### src/rtl/assert_macros.svh
// Assertion macros shared by the codec RTL.
// No dependencies; define ASSERT_OFF to compile the checks out.
`ifndef ASSERT_MACROS_SVH
`define ASSERT_MACROS_SVH
`ifndef ASSERT_OFF
`define ASSERT_IMPLY(lbl, clk, rst_n, ante, cons) \
    lbl: assert property (@(posedge clk) disable iff (!rst_n) (ante) |-> (cons)) \
        else $error("%m: implication check failed");
`define ASSERT_NEXT(lbl, clk, rst_n, ante, cons) \
    lbl: assert property (@(posedge clk) disable iff (!rst_n) (ante) |=> (cons)) \
        else $error("%m: next-cycle check failed");
`define ASSERT_NEVER(lbl, clk, rst_n, cond) \
    lbl: assert property (@(posedge clk) disable iff (!rst_n) !(cond)) \
        else $error("%m: forbidden condition seen");
`else
`define ASSERT_IMPLY(lbl, clk, rst_n, ante, cons)
`define ASSERT_NEXT(lbl, clk, rst_n, ante, cons)
`define ASSERT_NEVER(lbl, clk, rst_n, cond)
`endif
`endif

### src/rtl/b64c_pkg.sv
// Types, constants and alphabet functions of the base64 codec.
// No dependencies; used by every codec module.
package b64c_pkg;

    localparam logic [7:0] PAD_CHAR   = 8'h3D;
    localparam int         JOBQ_DEPTH = 2;
    localparam int         JOBQ_AW    = $clog2(JOBQ_DEPTH);
    localparam int         JOBQ_CW    = $clog2(JOBQ_DEPTH + 1);

    typedef enum logic [1:0] {
        JOB_ENC = 2'd0,
        JOB_DEC = 2'd1,
        JOB_ERR = 2'd2
    } t_job_kind;

    // One group handed from the front to the back.
    typedef struct packed {
        t_job_kind   kind;
        logic [23:0] bits;  // group bits, left aligned
        logic [1:0]  cnt;   // bytes in the group
        logic        last;
    } t_job;

    // Map a 6-bit value to its base64 character.
    function automatic logic [7:0] b64_enc_char(input logic [5:0] idx);
        logic [7:0] c;
        if (idx < 6'd26) begin
            c = 8'h41 + {2'b00, idx};
        end else if (idx < 6'd52) begin
            c = 8'h61 + {2'b00, idx} - 8'd26;
        end else if (idx < 6'd62) begin
            c = 8'h30 + {2'b00, idx} - 8'd52;
        end else if (idx == 6'd62) begin
            c = 8'h2B;
        end else begin
            c = 8'h2F;
        end
        return c;
    endfunction

    // Map a character to {valid, value}; valid is 0 outside the alphabet.
    function automatic logic [6:0] b64_dec_char(input logic [7:0] c);
        logic [6:0] r;
        if (c >= 8'h41 && c <= 8'h5A) begin
            r = {1'b1, 6'(c - 8'h41)};
        end else if (c >= 8'h61 && c <= 8'h7A) begin
            r = {1'b1, 6'(c - 8'h61 + 8'd26)};
        end else if (c >= 8'h30 && c <= 8'h39) begin
            r = {1'b1, 6'(c - 8'h30 + 8'd52)};
        end else if (c == 8'h2B) begin
            r = {1'b1, 6'd62};
        end else if (c == 8'h2F) begin
            r = {1'b1, 6'd63};
        end else begin
            r = 7'd0;
        end
        return r;
    endfunction

endpackage

### src/rtl/base64_codec_strict.sv
// Top level of the streaming base64 codec (standard alphabet, strict decode).
// Depends on b64c_pkg, b64c_front, b64c_jobq and b64c_back.
//
// Usage:
//   Input channel: a word is one byte plus a last flag, taken at a clock edge
//   with push high and full low. Result channel: while empty is low the
//   oldest result word is on o_out_value/o_out_last/o_out_error; pop takes it.
//   Configuration: i_cfg_we writes i_cfg_wdata into the direction register
//   (0 encode, 1 decode) and clears any partial group. Write it only idle.
//   Encode: every third byte, or a byte with last, yields four characters,
//   padded with '=' for a short final group; out_last marks the fourth of the final group.
//   Decode: every fourth character yields one to three bytes. A malformed
//   stream yields a single error word (value 0, last 1, error 1); words up to
//   its last flag are then dropped, and bytes already sent must be discarded.
//   A group's job enters the queue with the word completing it; its first result
//   then shows through the output register. One word in per cycle while full is
//   low, one result out per cycle while pop is high; the result port caps the
//   encode rate, as three bytes give four results. A two-entry job queue between
//   front and back fills when pop stalls and the output register holds; full rises.
//   Reset: synchronous active low; clears direction to encode and all control state.
module base64_codec_strict import b64c_pkg::*; (
    input  logic       i_clk,
    input  logic       i_rst_n,
    input  logic       i_cfg_we,
    input  logic       i_cfg_wdata,
    input  logic       push,
    output logic       full,
    input  logic [7:0] i_in_value,
    input  logic       i_in_last,
    output logic       empty,
    input  logic       pop,
    output logic [7:0] o_out_value,
    output logic       o_out_last,
    output logic       o_out_error
);

    logic r_direction;

    logic q_full;
    logic q_valid;
    logic q_push;
    logic q_pop;
    t_job front_job;
    t_job head_job;

    // direction register; a write also flushes the front's stream state
    always_ff @(posedge i_clk) begin
        if (!i_rst_n) begin
            r_direction <= 1'b0;
        end else if (i_cfg_we) begin
            r_direction <= i_cfg_wdata;
        end
    end

    // front: accept and classify words, build group jobs
    b64c_front u_front (
        .i_clk       (i_clk),
        .i_rst_n     (i_rst_n),
        .i_direction (r_direction),
        .i_clear     (i_cfg_we),
        .i_push      (push),
        .i_value     (i_in_value),
        .i_last      (i_in_last),
        .i_q_full    (q_full),
        .o_full      (full),
        .o_job_push  (q_push),
        .o_job       (front_job)
    );

    // decouple the two sides so each can stall on its own
    b64c_jobq u_jobq (
        .i_clk   (i_clk),
        .i_rst_n (i_rst_n),
        .i_push  (q_push),
        .i_job   (front_job),
        .o_full  (q_full),
        .o_valid (q_valid),
        .o_job   (head_job),
        .i_pop   (q_pop)
    );

    // back: expand each job into result words through the output register
    b64c_back u_back (
        .i_clk     (i_clk),
        .i_rst_n   (i_rst_n),
        .i_q_valid (q_valid),
        .i_job     (head_job),
        .o_q_pop   (q_pop),
        .o_empty   (empty),
        .i_pop     (pop),
        .o_value   (o_out_value),
        .o_last    (o_out_last),
        .o_error   (o_out_error)
    );

endmodule

### src/rtl/b64c_front.sv
// Front end of the base64 codec: accepts words, gathers groups, checks decode input.
// Depends on b64c_pkg; feeds b64c_jobq with one job per finished group or error.
module b64c_front import b64c_pkg::*; (
    input  logic       i_clk,
    input  logic       i_rst_n,
    input  logic       i_direction,
    input  logic       i_clear,
    input  logic       i_push,
    input  logic [7:0] i_value,
    input  logic       i_last,
    input  logic       i_q_full,
    output logic       o_full,
    output logic       o_job_push,
    output t_job       o_job
);

    logic [23:0] r_bits, n_bits;
    logic [1:0]  r_pos, n_pos;
    logic [1:0]  r_pad, n_pad;
    logic        r_bad, n_bad;

    logic        accept;
    logic [23:0] enc_bits;
    logic [1:0]  enc_pos;
    logic [6:0]  dec;
    logic        is_pad;
    logic        err;
    logic [1:0]  pad_new;
    logic [5:0]  q;
    logic [23:0] dec_bits;

    assign accept = i_push && !i_q_full;
    assign o_full = i_q_full;

    always_comb begin
        n_bits     = r_bits;
        n_pos      = r_pos;
        n_pad      = r_pad;
        n_bad      = r_bad;
        o_job_push = 1'b0;
        o_job      = '{kind: JOB_ENC, bits: 24'd0, cnt: 2'd0, last: i_last};
        enc_bits   = {r_bits[15:0], i_value};
        enc_pos    = r_pos + 2'd1;
        dec        = b64_dec_char(i_value);
        is_pad     = (i_value == PAD_CHAR);
        err        = 1'b0;
        pad_new    = r_pad;
        q          = is_pad ? 6'd0 : dec[5:0];
        dec_bits   = {r_bits[17:0], q};

        if (accept) begin
            if (!i_direction) begin
                if (enc_pos == 2'd3 || i_last) begin
                    o_job_push = 1'b1;
                    o_job.kind = JOB_ENC;
                    o_job.cnt  = enc_pos;
                    unique case (enc_pos)
                        2'd1:    o_job.bits = {enc_bits[7:0], 16'd0};
                        2'd2:    o_job.bits = {enc_bits[15:0], 8'd0};
                        default: o_job.bits = enc_bits;
                    endcase
                    n_bits = 24'd0;
                    n_pos  = 2'd0;
                end else begin
                    n_bits = enc_bits;
                    n_pos  = enc_pos;
                end
            end else if (r_bad) begin
                // drop the rest of a rejected stream
                if (i_last) begin
                    n_bits = 24'd0;
                    n_pos  = 2'd0;
                    n_pad  = 2'd0;
                    n_bad  = 1'b0;
                end
            end else begin
                if (r_pad != 2'd0 && r_pos == 2'd0) begin
                    err = 1'b1;
                end else if (is_pad) begin
                    if (r_pos < 2'd2) begin
                        err = 1'b1;
                    end else begin
                        pad_new = r_pad + 2'd1;
                    end
                end else if (r_pad != 2'd0) begin
                    err = 1'b1;
                end else if (!dec[6]) begin
                    err = 1'b1;
                end
                if (i_last && r_pos != 2'd3) begin
                    err = 1'b1;
                end

                if (err) begin
                    o_job_push = 1'b1;
                    o_job.kind = JOB_ERR;
                    o_job.last = 1'b1;
                    n_bits     = 24'd0;
                    n_pos      = 2'd0;
                    n_pad      = 2'd0;
                    n_bad      = !i_last;
                end else if (r_pos != 2'd3) begin
                    n_bits = dec_bits;
                    n_pos  = r_pos + 2'd1;
                    n_pad  = pad_new;
                end else begin
                    o_job_push = 1'b1;
                    o_job.kind = JOB_DEC;
                    o_job.bits = dec_bits;
                    o_job.cnt  = 2'd3 - pad_new;
                    n_bits     = 24'd0;
                    n_pos      = 2'd0;
                    n_pad      = i_last ? 2'd0 : pad_new;
                end
            end
        end
    end

    always_ff @(posedge i_clk) begin
        if (!i_rst_n || i_clear) begin
            r_bits <= 24'd0;
            r_pos  <= 2'd0;
            r_pad  <= 2'd0;
            r_bad  <= 1'b0;
        end else begin
            r_bits <= n_bits;
            r_pos  <= n_pos;
            r_pad  <= n_pad;
            r_bad  <= n_bad;
        end
    end

endmodule

### src/rtl/b64c_jobq.sv
// Short job queue between the codec front end and back end.
// Depends on b64c_pkg and assert_macros.svh.
`include "assert_macros.svh"
module b64c_jobq import b64c_pkg::*; (
    input  logic i_clk,
    input  logic i_rst_n,
    input  logic i_push,
    input  t_job i_job,
    output logic o_full,
    output logic o_valid,
    output t_job o_job,
    input  logic i_pop
);

    t_job               r_mem [JOBQ_DEPTH];
    logic [JOBQ_AW-1:0] r_wp;
    logic [JOBQ_AW-1:0] r_rp;
    logic [JOBQ_CW-1:0] r_count, n_count;

    assign o_full  = (r_count == JOBQ_CW'(JOBQ_DEPTH));
    assign o_valid = (r_count != '0);
    assign o_job   = r_mem[r_rp];

    always_comb begin
        n_count = r_count;
        if (i_push && !i_pop) begin
            n_count = r_count + 1'b1;
        end else if (i_pop && !i_push) begin
            n_count = r_count - 1'b1;
        end
    end

    always_ff @(posedge i_clk) begin
        if (!i_rst_n) begin
            r_wp    <= '0;
            r_rp    <= '0;
            r_count <= '0;
        end else begin
            r_count <= n_count;
            if (i_push) begin
                r_wp <= r_wp + 1'b1;
            end
            if (i_pop) begin
                r_rp <= r_rp + 1'b1;
            end
        end
    end

    always_ff @(posedge i_clk) begin
        if (i_push) begin
            r_mem[r_wp] <= i_job;
        end
    end

    `ASSERT_NEVER(a_no_overflow, i_clk, i_rst_n, i_push && r_count == JOBQ_CW'(JOBQ_DEPTH))
    `ASSERT_NEVER(a_no_underflow, i_clk, i_rst_n, i_pop && r_count == '0)
    `ASSERT_NEXT(a_count_up, i_clk, i_rst_n, i_push && !i_pop, r_count == $past(r_count) + 1'b1)

endmodule

### src/rtl/b64c_back.sv
// Back end of the base64 codec: expands one job into result words.
// Depends on b64c_pkg and assert_macros.svh; reads the head of b64c_jobq.
`include "assert_macros.svh"
module b64c_back import b64c_pkg::*; (
    input  logic       i_clk,
    input  logic       i_rst_n,
    input  logic       i_q_valid,
    input  t_job       i_job,
    output logic       o_q_pop,
    output logic       o_empty,
    input  logic       i_pop,
    output logic [7:0] o_value,
    output logic       o_last,
    output logic       o_error
);

    logic [1:0] r_k;
    logic       r_valid;
    logic [7:0] r_value;
    logic       r_last;
    logic       r_error;

    logic       ld;
    logic [1:0] final_k;
    logic       is_final;
    logic [7:0] w_value;
    logic       w_error;

    assign ld = i_q_valid && (!r_valid || i_pop);

    always_comb begin
        final_k = 2'd0;
        w_value = 8'd0;
        w_error = 1'b0;
        unique case (i_job.kind)
            JOB_ENC: begin
                final_k = 2'd3;
                unique case (r_k)
                    2'd0: w_value = b64_enc_char(i_job.bits[23:18]);
                    2'd1: w_value = b64_enc_char(i_job.bits[17:12]);
                    2'd2: w_value = (i_job.cnt > 2'd1) ?
                                    b64_enc_char(i_job.bits[11:6]) : PAD_CHAR;
                    default: w_value = (i_job.cnt > 2'd2) ?
                                       b64_enc_char(i_job.bits[5:0]) : PAD_CHAR;
                endcase
            end
            JOB_DEC: begin
                final_k = i_job.cnt - 2'd1;
                unique case (r_k)
                    2'd0:    w_value = i_job.bits[23:16];
                    2'd1:    w_value = i_job.bits[15:8];
                    default: w_value = i_job.bits[7:0];
                endcase
            end
            JOB_ERR: begin
                w_error = 1'b1;
            end
            default: begin
                w_error = 1'b1;
            end
        endcase
        is_final = (r_k == final_k);
    end

    assign o_q_pop = ld && is_final;

    always_ff @(posedge i_clk) begin
        if (!i_rst_n) begin
            r_k     <= 2'd0;
            r_valid <= 1'b0;
        end else if (ld) begin
            r_valid <= 1'b1;
            r_k     <= is_final ? 2'd0 : r_k + 2'd1;
        end else if (i_pop) begin
            r_valid <= 1'b0;
        end
    end

    // hold the word until taken
    always_ff @(posedge i_clk) begin
        if (ld) begin
            r_value <= w_value;
            r_last  <= i_job.last && is_final;
            r_error <= w_error;
        end
    end

    assign o_empty = !r_valid;
    assign o_value = r_value;
    assign o_last  = r_last;
    assign o_error = r_error;

    `ASSERT_IMPLY(a_k_has_job, i_clk, i_rst_n, r_k != 2'd0, i_q_valid)
    `ASSERT_IMPLY(a_k_in_range, i_clk, i_rst_n, i_q_valid, r_k <= final_k)
    `ASSERT_IMPLY(a_err_word, i_clk, i_rst_n, r_valid && r_error, r_last && r_value == 8'd0)

endmodule

### config.mk
export PLATFORM = sky130hd
export DESIGN_NAME = base64_codec_strict
export DESIGN_NICKNAME = d
export VERILOG_FILES = /design/src/rtl/b64c_pkg.sv /design/src/rtl/base64_codec_strict.sv /design/src/rtl/b64c_front.sv /design/src/rtl/b64c_jobq.sv /design/src/rtl/b64c_back.sv
export VERILOG_INCLUDE_DIRS = /design/src /design/src/rtl
export SDC_FILE = /design/constraint.sdc
export NUM_CORES = 1
export LEC_CHECK = 0
export ABC_CLOCK_PERIOD_IN_PS = 5000
export BUFFER_PORTS_ARGS = -buffer_cell sky130_fd_sc_hd__buf_2
export CAP_MARGIN = 15
export CORE_ASPECT_RATIO = 1.1
export CORE_MARGIN = 10
export CORE_UTILIZATION = 35
export CTS_CLUSTER_DIAMETER = 30
export DETAILED_ROUTE_END_ITERATION = 6
export REMOVE_ABC_BUFFERS = 1
export SLEW_MARGIN = 20
export SYNTH_ARGS = -nofsm -noshare
export SYNTH_HDL_FRONTEND = slang
export SYNTH_SLANG_ARGS = --single-unit
export TNS_END_PERCENT = 30
### constraint.sdc
create_clock -name i_clk -period 5 [get_ports i_clk]
set_input_delay 1 -clock i_clk [delete_from_list [all_inputs] [get_ports i_clk]]
set_output_delay 1 -clock i_clk [all_outputs]
set_load 0.01 [all_outputs]
==> out/results.ini, run 1 <==
[clock_network]
clockBufferDepth=2
cts_hold_buf=0
clock_sinks=100
post-cts-setup-buffers=0
clk_latency_ns=0.35
cts_tree=done
cts_made_buffers=9
htreeDepth=3
clock-root-buffer=clkbuf_16
ctsResizeCount=0
clk_transition_reported_paths_ns=0.06

[final_layout]
final_nets=921
drive_gt1_frac=0.107
n_antenna_cell=0
area_growth_pct=7.87

[worst_setup_path]
worstPathArrival_ns=3.96
critPathCapture=u_jobq.r_count[1]
crit_type=flip-flop to flip-flop
timing.rr.end=u_jobq.r_count[1]
cp-end-kind=flip-flop
crit_required_ns=5.28
regToRegSetupSlack_ns=1.32
r2r_cells=10
cp-start-kind=flip-flop
cp_max_fo=25

[timing]
fin_setup_tns_ns=0
fmax_mhz=272
finalSetupViolCount=0
slew_headroom=0.428
worstMarginPinSlew_ns=0.858
skew_ns=0.00487
fin_crit_sh=0.736
rsz0062_at_grt=false
maxSlewViolCount=0
final-hold-violation-count=0
min_period_ns=3.68

[routing]
top_layer=met4
drt_iter0_markers=499
viasPerCell=5.65
wirelength_um=20400
met1_length_um=9520
dr_wl_met3_um=821
dr.pass1.iters=6
antenna_left=0
wire_per_inst_um=17.8
met2_length_um=9640
drc=0
vias=6485

[logic_synthesis]
yosysWarningCount=0
async_flop_share=0
ys_types=77
synth_top_area_share=0.262
ys_ff_latch=100
synth_area_leader_cell=edfxtp_1
avgSynthCellArea_um2=9.19
synth_edf_count=68
ys_seq_area_frac=0.344
synth_area_leaders=edfxtp_1 26%, ha_1 9.5%, dfxtp_1 8.2%
netlist_area_mm2=0.00779
synth_ff_type=edfxtp_1
synthCells=848

[global_route]
grt_overflow=0
grt_max_degree=31
track_usage=0.139
grt_pass1_wl_um=32200
antenna_found_initial=0
grt_pass1_vias=6032

[run]
maxCapViolations=0

[hold_path]
min_path_cells=2
hold_class=flip-flop to flip-flop

[place]
io_buffers=26
hpwl_um=15300
finalWeightedCongestion=0.888

[floorplanning]
die_area_mm2=0.0286
die_y_um=176
initial_core_util=0.355
die_w_um=162
core_mm2=0.0220
ioPinCount=27
core.rowCount=57

[status]
status=finished, final reports clean

[pwr]
worst_ir_drop_vdd_v=0.000165
power.leakage_nw=3.08
p_per_area_mw_per_mm2=432
total_power_mw=3.63

## per-stage QoR
step           std cells  hold slack (ns)  cell area, um^2   util  setup slack, ns
2_1_floorplan        801            0.450             7540      -            0.509
3_3_place_gp        1129            0.464             8100  0.369             1.26
3_5_place_dp        1129            0.483             8100  0.369             1.18
4_1_cts             1145            0.492             8390  0.382             1.26
5_1_grt             1147            0.541             8400  0.383             1.05
6_report            1147            0.482             8400  0.383             1.32
## cell families after synthesis
group | count (synthesis) | synth area share
adders and majority gates | 59 | 0.0947
AOI/OAI and AO/OA | 294 | 0.264
buffers and inverters | 100 | 0.0578
and+or+nand+nor | 229 | 0.151
DFF | 100 | 0.344
xor gates and xnor gates | 32 | 0.0360
muxes | 34 | 0.0517
## routing by layer
metal,track usage,vias up
li1,-,3180
met4,0.0497,0
met2,0.226,152
met3,0.0256,26
met5,0,-
met1,0.180,3127
## cells in the mapped netlist (all sizes together) (13+ instances only)
library cell,instances
buf,23
o211ai,19
a31oi,17
o21ai,59
a221oi,18
nor2,47
mux2i,26
a22o,20
xnor2,25
ha,59
inv,53
nand2,61
o2bb2ai,20
nand2b,13
nor2b,21
nand3,27
edfxtp,68
dfxtp,32
clkbuf,24
a21oi,70
## cell type report
cell class | count | area [um^2]
multi-input combinational | 648 | 4670
sequential | 100 | 2680
inverter | 53 | 199
fill | 2275 | 13600
clock inverter | 5 | 32.5
timing repair buffer | 35 | 198
clock buffer | 11 | 254
tap | 295 | 369
## where the power goes
| group | internal (mW) | switching, mW | leakage [nW] |
|---|---|---|---|
| registers | 1.02 | 0.100 | 0.907 |
| logic | 0.703 | 1.12 | 2.04 |
| clock network | 0.367 | 0.308 | 0.135 |
| total | 2.10 | 1.53 | 3.08 |
## worst min path at each step
stage                     startpoint          endpoint  slack, ns
finish              u_front.r_pad[1]  u_front.r_pad[1]       0.48
global route        u_front.r_pad[1]  u_front.r_pad[1]       0.54
floorplan           u_front.r_pad[1]  u_front.r_pad[1]       0.45
detailed placement  u_front.r_pad[1]  u_front.r_pad[1]       0.48
global placement    u_front.r_pad[1]  u_front.r_pad[1]       0.46
CTS                 u_front.r_pad[1]  u_front.r_pad[1]       0.49
## state kept, by name, indices dropped and copies added (netlist names), 2 cells and up, named ones only
register and cells:
u_jobq.r_mem 58, u_front.r_bits 18, u_back.o_value 8, u_back.r_k 2
u_front.r_pad 2, u_front.r_pos 2, u_jobq.r_count 2
## worst max-delay path, stage by stage, from the launching register on
cell and delay [ns]:
dfxtp_2 0.75, mux2i_1 0.55, inv_1 0.23, ha_1 0.40
nand2_1 0.06, o21a_1 0.17, o32a_1 0.33, or2_1 0.27
ha_1 0.32, or3_1 0.37, a21boi_0 0.15
## layout by cell type, fill, tap and decap left out, types with 5 or more instances in the layout
master | netlist | layout
a221oi_1 | 15 | 15
mux2i_1 | 19 | 19
a22oi_1 | 7 | 7
nand2_1 | 60 | 60
buf_4 | 1 | 8
nor3_1 | 11 | 9
a211oi_1 | 5 | 5
dfxtp_1 | 32 | 31
o21ai_0 | 59 | 59
nand3_1 | 25 | 25
nand2b_1 | 12 | 12
o2bb2ai_1 | 20 | 20
and3_1 | 7 | 7
mux2_2 | 7 | 7
inv_2 | 5 | 5
buf_2 | 12 | 26
and2_1 | 11 | 11
nor2b_1 | 21 | 21
a21oi_1 | 68 | 68
nand4_1 | 8 | 8
clkbuf_16 | 0 | 10
xnor2_1 | 25 | 25
o211ai_1 | 17 | 17
nor3b_1 | 8 | 8
a31oi_1 | 17 | 17
edfxtp_1 | 68 | 68
inv_1 | 48 | 48
o2111ai_1 | 6 | 6
nor2_1 | 47 | 47
a21o_1 | 6 | 6
xor2_1 | 7 | 7
a21boi_0 | 6 | 6
ha_1 | 59 | 59
a22o_1 | 20 | 20
Power figures use the tool's default switching activity.
==> inputs of run 2 (changes only) <==
ABC_AREA = 1   (was default)
ABC_CLOCK_PERIOD_IN_PS = 3760   (was 5000)
clock period = 3.76 ns   (was 5 ns; I/O delays follow)
==> run 2 against run 1 <==
  * Sequential power is 29% higher
  * Clock power is 44% higher
  * Synthesized cell count is 30% higher
  * Die area is 3.1% higher
  * Hold slack worse by 0.016 ns
  * Critical path depth is 3 higher
  * Core utilization is 0.41 points higher
  * Via count is 15% higher
  * Cell area is 4.9% higher
  * Global-route usage is 0.94 points higher
  * Setup slack worse by 0.64 ns
==> out/results.ini, run 2 <==
[place]
hpwl_um=16700
finalWeightedCongestion=0.930
placed_area_mm2=0.00850
io_buffers=26
pre_cts_ws_ns=0.481

[worst_setup_path]
worst-path-buf-inv=3
cp_top_family=simple AND/OR/NAND/NOR gates
path_cells=buf_4 > nand2_1 > nand2_1 > inv_1 > ha_1 > nor2_1 > inv_1 > o21ai_0 > nand2_1 > o21ai_0 > o21ai_0 > o21ai_1 > o21ai_1
crit_type=flip-flop to flip-flop
critPathMaxStageDelay_ns=0.38
crit_slowest_cell=nor2_1
worstPathArrival_ns=3.18
crit_required_ns=3.86
cp_max_fo=28
cp-end-kind=flip-flop
cp-start-kind=flip-flop

[logic_synthesis]
yosysMostFrequentCell=nand2_1
synthSimpleGateAreaFrac=0.268
synth_area_leaders=edfxtp_1 25%, nand2_1 12%, ha_1 9.2%
synth_ff_type=edfxtp_1
synth-compound-area-share=0.191
ys_seq_area_frac=0.333
yosys-top-cells-count=261 x nand2_1, 122 x inv_1, 97 x nor2_1, 86 x a21oi_1, 84 x o21ai_0
avgSynthCellArea_um2=7.33
synthAdderAreaFrac=0.0915
synth_top_family_by_area=simple AND/OR/NAND/NOR gates
synth_area_leader_cell=edfxtp_1
yosysWarningCount=0
synth_edf_count=68
synth_xor_area_frac=0.0293
synth_top_area_share=0.253
netlist_area_mm2=0.00807
async_flop_share=0
ys_types=49
ys_ff_latch=100
synthCells=1101
synth_mux_area_frac=0

[routing]
wirelength_um=22000
antenna_left=0
viasPerCell=5.20
dr.pass1.iters=5
vias=7437
wire_per_inst_um=15.4
drt_iter0_markers=587
drc=0

[final_layout]
final_nets=1198
final_common_cell=nand2_1
n_antenna_cell=0
final_cell_mix=261 x nand2_1, 122 x inv_1, 96 x nor2_1, 86 x a21oi_1, 84 x o21ai_0
multi_input_area_mm2=0.00468
nFillCells=2389
largest_reg_flops=58
regArea_mm2=0.00268
final_area_mm2=0.00881
drive_gt1_frac=0.111
area_growth_pct=9.26
top_register=u_jobq.r_mem

[clock_network]
cts_made_buffers=9
cts_hold_buf=0
ctsResizeCount=0
htreeDepth=3
cts_tree=done
clock-root-buffer=clkbuf_16
clockBufferDepth=2
clk_transition_reported_paths_ns=0.07
clock_sinks=100
post-cts-setup-buffers=0
clk_latency_ns=0.35

[pwr]
worst_ir_drop_vdd_v=0.000220
power.leakage_nw=3.76
p_per_area_mw_per_mm2=490
total_power_mw=4.32

[timing]
slew_headroom=0.511
maxSlewViolCount=0
setup_slack_ns=0.679
min_period_ns=3.08
skew_ns=0.0114
fmax_mhz=325
final-hold-violation-count=0
rsz0062_at_grt=false
finalSetupViolCount=0
fin_crit_sh=0.819
worstMarginPinSlew_ns=0.726

[global_route]
antenna_found_initial=0
grt_pass1_vias=7227
grt_max_degree=31
track_usage=0.148
grt_pass1_wl_um=35900
grt_overflow=0

[floorplanning]
core.rowCount=58
die_y_um=179
die_w_um=165
die_area_mm2=0.0295
initial_core_util=0.354
core_mm2=0.0228
ioPinCount=27

[status]
status=finished, final reports clean

[hold_path]
hold_class=flip-flop to flip-flop

[run]
maxCapViolations=0

[run 2: cell types whose count changed in the layout (fill, tap and decap cells not counted), moves of 23 or more]
cell / previous run / this run
nand2_1: 60 / 261
o21ai_0: 59 / 84
inv_1: 48 / 122
nand3_1: 25 / 73
nor2_1: 47 / 96
xnor2_1: 25 / 2
[run 2: power by group]
part	leakage (nW)	switching, mW	total, mW	internal (mW)
Sequential	0.904	0.0643	1.44	1.37
Clock	0.156	0.418	0.973	0.555
Combinational	2.70	1.30	1.91	0.604
Total	3.76	1.78	4.32	2.53
[run 2: kinds of logic after synthesis]
family | Yosys count
and+or+nand+nor | 491
AOI/OAI and AO/OA | 257
buffers and inverters | 167
DFF | 100
adders and majority gates | 59
xor gates and xnor gates | 27
[run 2: through the flow]
stage / instances / hold WS [ns] / setup TNS (ns) / utilization
CTS: 1429 / 0.467 / 0 / 0.387
finish: 1429 / 0.465 / 0 / 0.387
global placement: 1413 / 0.458 / 0 / 0.373
detailed placement: 1413 / 0.456 / 0 / 0.373
floorplan: 1072 / 0.444 / -0.202 / -
global route: 1429 / 0.480 / 0 / 0.387
[run 2: cell type report]
type / count / area share
multi-input cells: 834 / 0.531
flip-flops and latches: 100 / 0.304
inverters: 138 / 0.0598
well taps: 300 / 0.0426
clock buffers: 10 / 0.0284
repair buffers: 41 / 0.0275
clock inverters: 6 / 0.00667
[run 2: layer usage]
layer / share of wire / GRT usage / up-vias
met5: 0 / 0 / -
met4: 0.029 / 0.0587 / 0
met3: 0.032 / 0.0145 / 53
met2: 0.49 / 0.262 / 178
met1: 0.45 / 0.180 / 3460
li1: - / - / 3746
[run 2: tightest hold or removal path: cells and delay by family (launching register included)]
| family | cells | cell delay (ns) |
|---|---|---|
| flip-flops | 1 | 0.31 |
| AND/OR/NAND/NOR | 1 | 0.06 |
| AO/OA/AOI/OAI | 1 | 0.05 |
[run 2: worst paths after layout]
check	startpoint	to	slack, ns	depth (start not counted)
worst min-delay path	u_front.r_pad[0]	u_front.r_pad[0]	0.47	2
worst max-delay path	flip-flop	u_back.o_value[1]	0.68	13
worst min register to register	u_front.r_pad[0]	u_front.r_pad[0]	0.47	2
worst max register to register	flip-flop	u_back.o_value[1]	0.68	13
